File: src/rtl/core/frm_pkg.sv
`timescale 1ns / 1ps
`default_nettype none

package frm_pkg;

    localparam int MAX_POINTS = 4096;

    localparam int SKIP_W = 13;
    localparam int GAIN_W = 16;
    localparam int SAMPLE_W = 16;
    localparam int RMS_W = 25;
    localparam int USED_W = 13;
    localparam int DATA_W = 16;
    localparam int CFG_IDX_W = 2;

    localparam int POS_W = $clog2(MAX_POINTS + 1);
    localparam int CNT_W = (POS_W > SKIP_W) ? POS_W : SKIP_W;

    localparam int SUM_W = 64;
    localparam int ROOT_W = SUM_W / 2;
    localparam int SQ_REM_W = ROOT_W + 2;
    localparam int DIV_STEPS = SUM_W;
    localparam int SQRT_STEPS = ROOT_W;
    localparam int STEP_W = $clog2(DIV_STEPS);

    localparam logic [STEP_W-1:0] DIV_LAST = STEP_W'(DIV_STEPS - 1);
    localparam logic [STEP_W-1:0] SQRT_LAST = STEP_W'(SQRT_STEPS - 1);
    localparam logic [STEP_W-1:0] STEP_ONE = STEP_W'(1);

    localparam logic [CNT_W-1:0] MAX_CNT = CNT_W'(MAX_POINTS);
    localparam logic [CNT_W-1:0] CNT_ONE = CNT_W'(1);

    localparam logic [GAIN_W-1:0] GAIN_RESET = GAIN_W'(256);

    localparam logic [CFG_IDX_W-1:0] REG_LINE_MODE = 2'd0;
    localparam logic [CFG_IDX_W-1:0] REG_SKIP_COUNT = 2'd1;
    localparam logic [CFG_IDX_W-1:0] REG_GAIN_A = 2'd2;
    localparam logic [CFG_IDX_W-1:0] REG_GAIN_B = 2'd3;

    typedef struct packed {
        logic take;
        logic load;
        logic div_step;
        logic sqrt_step;
    } frm_cmd_t;

    typedef struct packed {
        logic last_done;
    } frm_sts_t;

endpackage

`default_nettype wire

File: src/rtl/core/frm_ctrl.sv
`timescale 1ns / 1ps
`default_nettype none

module frm_ctrl (
    input  wire logic            clk,
    input  wire logic            rst_n,
    input  wire logic            sample_valid,
    input  wire logic            frame_end,
    output logic                 sample_stall,
    output logic                 result_valid,
    input  wire logic            result_stall,
    output frm_pkg::frm_cmd_t    cmd,
    input  wire frm_pkg::frm_sts_t sts
);

    localparam logic [2:0] ST_ACCUM = 3'd0;
    localparam logic [2:0] ST_DRAIN = 3'd1;
    localparam logic [2:0] ST_DIV = 3'd2;
    localparam logic [2:0] ST_SQRT = 3'd3;
    localparam logic [2:0] ST_OUT = 3'd4;

    logic [2:0] state_reg;
    logic [2:0] state_next;
    logic [frm_pkg::STEP_W-1:0] step_reg;
    logic [frm_pkg::STEP_W-1:0] step_next;
    logic take;

    assign sample_stall = (state_reg != ST_ACCUM);
    assign result_valid = (state_reg == ST_OUT);
    assign take = sample_valid && !sample_stall;

    always_comb
    begin
        state_next = state_reg;
        step_next = step_reg;
        cmd.take = take;
        cmd.load = 1'b0;
        cmd.div_step = 1'b0;
        cmd.sqrt_step = 1'b0;
        unique case (state_reg)
            ST_ACCUM:
            begin
                if (take && frame_end)
                begin
                    state_next = ST_DRAIN;
                end
            end
            ST_DRAIN:
            begin
                if (sts.last_done)
                begin
                    cmd.load = 1'b1;
                    step_next = '0;
                    state_next = ST_DIV;
                end
            end
            ST_DIV:
            begin
                cmd.div_step = 1'b1;
                if (step_reg == frm_pkg::DIV_LAST)
                begin
                    step_next = '0;
                    state_next = ST_SQRT;
                end
                else
                begin
                    step_next = step_reg + frm_pkg::STEP_ONE;
                end
            end
            ST_SQRT:
            begin
                cmd.sqrt_step = 1'b1;
                if (step_reg == frm_pkg::SQRT_LAST)
                begin
                    step_next = '0;
                    state_next = ST_OUT;
                end
                else
                begin
                    step_next = step_reg + frm_pkg::STEP_ONE;
                end
            end
            ST_OUT:
            begin
                if (!result_stall)
                begin
                    state_next = ST_ACCUM;
                end
            end
            default:
            begin
                state_next = ST_ACCUM;
            end
        endcase
    end

    always_ff @(posedge clk or negedge rst_n)
    begin
        if (!rst_n)
        begin
            state_reg <= ST_ACCUM;
            step_reg <= '0;
        end
        else
        begin
            state_reg <= state_next;
            step_reg <= step_next;
        end
    end

    assert property (@(posedge clk) disable iff (!rst_n)
        $onehot0({cmd.load, cmd.div_step, cmd.sqrt_step}))
        else $error("more than one datapath command at once");

    assert property (@(posedge clk) disable iff (!rst_n)
        sts.last_done |-> (state_reg == ST_DRAIN))
        else $error("frame close seen outside the drain state");

    assert property (@(posedge clk) disable iff (!rst_n)
        $rose(result_valid) |-> $past(state_reg == ST_SQRT))
        else $error("result raised without a finished root");

    assert property (@(posedge clk) disable iff (!rst_n)
        cmd.load |=> (state_reg == ST_DIV) && (step_reg == '0))
        else $error("divide did not start after load");

endmodule

`default_nettype wire

File: config.mk
export PLATFORM = sky130hd
export DESIGN_NAME = frm_ctrl
export DESIGN_NICKNAME = d
export VERILOG_FILES = /design/src/rtl/core/frm_pkg.sv /design/src/rtl/core/frm_ctrl.sv
export SDC_FILE = /design/constraint.sdc
export NUM_CORES = 1
export LEC_CHECK = 0
export BUFFER_PORTS_ARGS = -buffer_cell sky130_fd_sc_hd__clkbuf_2
export CORE_UTILIZATION = 25
export CTS_CLUSTER_DIAMETER = 60
export CTS_CLUSTER_SIZE = 28
export DETAILED_ROUTE_END_ITERATION = 10
export PLACE_DENSITY = 0.52
export SETUP_SLACK_MARGIN = 0.15
export SLEW_MARGIN = 20
export SYNTH_ARGS = -nofsm -noshare
export SYNTH_HDL_FRONTEND = slang
export SYNTH_SLANG_ARGS = --single-unit
File: constraint.sdc
create_clock -name clk -period 2.59 [get_ports clk]
set_input_delay 0.518 -clock clk [delete_from_list [all_inputs] [get_ports clk]]
set_output_delay 0.518 -clock clk [all_outputs]
set_load 0.02 [all_outputs]
==> impl_metrics.tcl <==
set metrics [dict create \
    die_h_um 49.1 \
    cp_cell_sequence "or3_1 > nor2_1 > clkbuf_2" \
    slew_headroom 0.775 \
    cp-endpoint "cmd[3]" \
    cts.sinks 9 \
    syn_inst 51 \
    grt-ovfl-total 0 \
    cp.depth 3 \
    cts_setup_buffers 0 \
    worst_slew_pin_slew_ns 0.337 \
    max_stage_delay_ns 0.50 \
    placementRows 16 \
    cts_root_buf "clkbuf_4" \
    largest_reg_flops 6 \
    power.leakage_nw 0.300 \
    place.gp.congestion 0.738 \
    yosys_warnings 0 \
    synth.distinct_cells 32 \
    start_util 0.275 \
    dpl.hpwl_um 804 \
    fin_tns_setup_ns 0 \
    finalHoldViolCount 0 \
    startpoint "state_reg[0]$_DFFE_PN0P_" \
    areaGrowthSynthToFinish_pct 17.3 \
    setup_ws_ns 0.628 \
    timing.rr.start "step_reg[0]$_DFFE_PN0P_" \
    path_class "flip-flop to output port" \
    postPlaceCellArea_um2 626 \
    synth_top_area_share 0.405 \
    wl_um 1010 \
    fmax_mhz 510 \
    ir_drop_mv 0.123 \
    final-max-slew-violation-count 0 \
    ys_ff_latch 9 \
    synth_area_leader_cell "dfrtp_1" \
    min_path_type "input pin to asynchronous set/reset pin" \
    utilization 0.322 \
    outcome "completed" \
    grt_setup_unrepaired "no" \
    synth_ff_type "dfrtp_1" \
    dr_total_vias 406 \
    hold_ws_ns 0.111 \
    critPathTopFamily "simple AND/OR/NAND/NOR gates" \
    fin_crit_ns 1.96 \
    critPathSlowestCell "dfrtp_1" \
    pre_cts_ws_ns 0.899 \
    cts.repair.resized 0 \
    track_usage 0.102 \
    fin_nets 72 \
    vias_per_cell 4.46 \
    r2r_end "step_reg[5]$_DFFE_PN0P_" \
    htree_levels 1 \
    drc 0 \
    arrival_ns 1.44 \
    ios 12 \
    clockBufferDepth 2 \
    drtPass1Iterations 3 \
    clk_latency_ns 0.25 \
    ctsHoldBuffers 0 \
    wl_per_cell_um 11.1 \
    synth_area_leaders "dfrtp_1 (41%), a22o_1 (6.3%), mux2i_1 (3.6%)" \
    grt_pass1_vias 397 \
    core_area_mm2 0.00202 \
    finalNonFillerCells 91 \
    final_area_um2 652 \
    syn_nets 58 \
    drive_gt1_frac 0.328 \
    place_inst 87 \
    diodes 0 \
    r2r_cells 4 \
    synth_edf_count 0 \
    power_uw 257 \
    power_density_mw_per_mm2 394 \
    ys_seq_area_frac 0.405 \
    grt_first_pass_wirelength_um 1850 \
    antenna_found_initial 0 \
    endpoint_kind "output port" \
    async_flop_share 1.00 \
    finalClockSkew_ns 0.00213 \
    die_x_um 49.1 \
    drt_iter0_markers 1 \
    ant_nets 0 \
    max_cap_viol_count 0 \
    cts_tree "yes" \
    critPathLaunchType "flip-flop" \
    path_buf_inv 1 \
    path_clk_slew_ns 0.06 \
    crit_fanout 10 \
    syn_area_um2 556 \
    setup_violations 0 \
    grt_max_degree 11 \
    rrSetupSlack_ns 1.27 \
    numCtsBuffers 3 \
    fin_crit_sh 0.757 \
    nFillCells 217 \
    io_buffer_count 11 \
    worstPathRequired_ns 2.07 \
    dieArea_mm2 0.00241 \
    synth_area_per_cell_um2 10.9 \
]
logic make-up (layout without fill, tap and decap cells):
kind of cell / Yosys count / after routing / share of synthesized area
AOI/OAI and AO/OA: 15 / 15 / 0.221
xor gates and xnor gates: 4 / 4 / 0.0631
adders and majority gates: 1 / 1 / 0.0225
buffers and inverters: 3 / 16 / 0.0405
DFF: 9 / 9 / 0.405
muxes: 2 / 2 / 0.0360
and+or+nand+nor: 17 / 17 / 0.212
how the worst min path moves through the flow:
stage	start	endpoint	slack (ns)	depth (start not counted)
finish	rst_n	step_reg[3]$_DFFE_PN0P_	0.11	1
global route	rst_n	step_reg[0]$_DFFE_PN0P_	0.12	1
CTS	rst_n	step_reg[3]$_DFFE_PN0P_	0.12	1
detailed placement	rst_n	step_reg[3]$_DFFE_PN0P_	0.40	1
global placement	rst_n	step_reg[3]$_DFFE_PN0P_	0.39	1
floorplan	rst_n	state_reg[0]$_DFFE_PN0P_	0.22	0
cell usage after synthesis (2+ instances only):
library cell  count
xnor2_1           2
xor2_1            2
o2bb2ai_1         2
nor2_1            3
dfrtp_1           9
a22o_1            4
o21ai_0           2
nand3_1           2
mux2i_1           2
per-layer routing:
metal,up-vias,wire length [um],track usage
met3,2,21,0.0280
li1,219,-,-
met2,5,445,0.142
met1,180,526,0.133
met5,-,0,0
met4,0,19,0.0735
power breakdown:
group / total [mW] / switching (mW) / internal, mW
clock network: 0.108 / 0.0489 / 0.0593
logic: 0.00805 / 0.00477 / 0.00328
registers: 0.141 / 0 / 0.141
placed cells by master (no fill, tap or decap):
| cell type | n |
|---|---|
| and2b_1 | 1 |
| o2bb2ai_1 | 2 |
| o21ai_0 | 2 |
| nand2_1 | 1 |
| nand3_1 | 2 |
| nor3b_1 | 1 |
| xnor2_1 | 2 |
| o21ai_1 | 1 |
| clkbuf_1 | 1 |
| a22o_1 | 4 |
| and2_1 | 1 |
| dfrtp_1 | 9 |
| nand2b_1 | 1 |
| a21bo_2 | 1 |
| xor2_1 | 2 |
| or2_4 | 1 |
| a21oi_2 | 1 |
| o211ai_1 | 1 |
| o211ai_2 | 1 |
| mux2i_1 | 2 |
| o21ai_2 | 1 |
| nand4_2 | 1 |
| o21bai_1 | 1 |
| inv_1 | 1 |
| clkbuf_4 | 3 |
| nor3b_2 | 1 |
| and4_1 | 1 |
| ha_1 | 1 |
| nor2_1 | 3 |
| and3_1 | 1 |
| clkbuf_2 | 11 |
| or3_1 | 1 |
| nor4bb_1 | 1 |
final cells by class:
class | instances | area, um2 | share of cell area
tap | 27 | 33.8 | 0.0518
timing repair buffer | 11 | 55.1 | 0.0845
sequential | 9 | 225 | 0.345
multi-input combinational | 39 | 308 | 0.472
clock buffer | 4 | 26.3 | 0.0403
inverter | 1 | 3.75 | 0.00576
No activity file was read; power rests on OpenSTA's default activity.
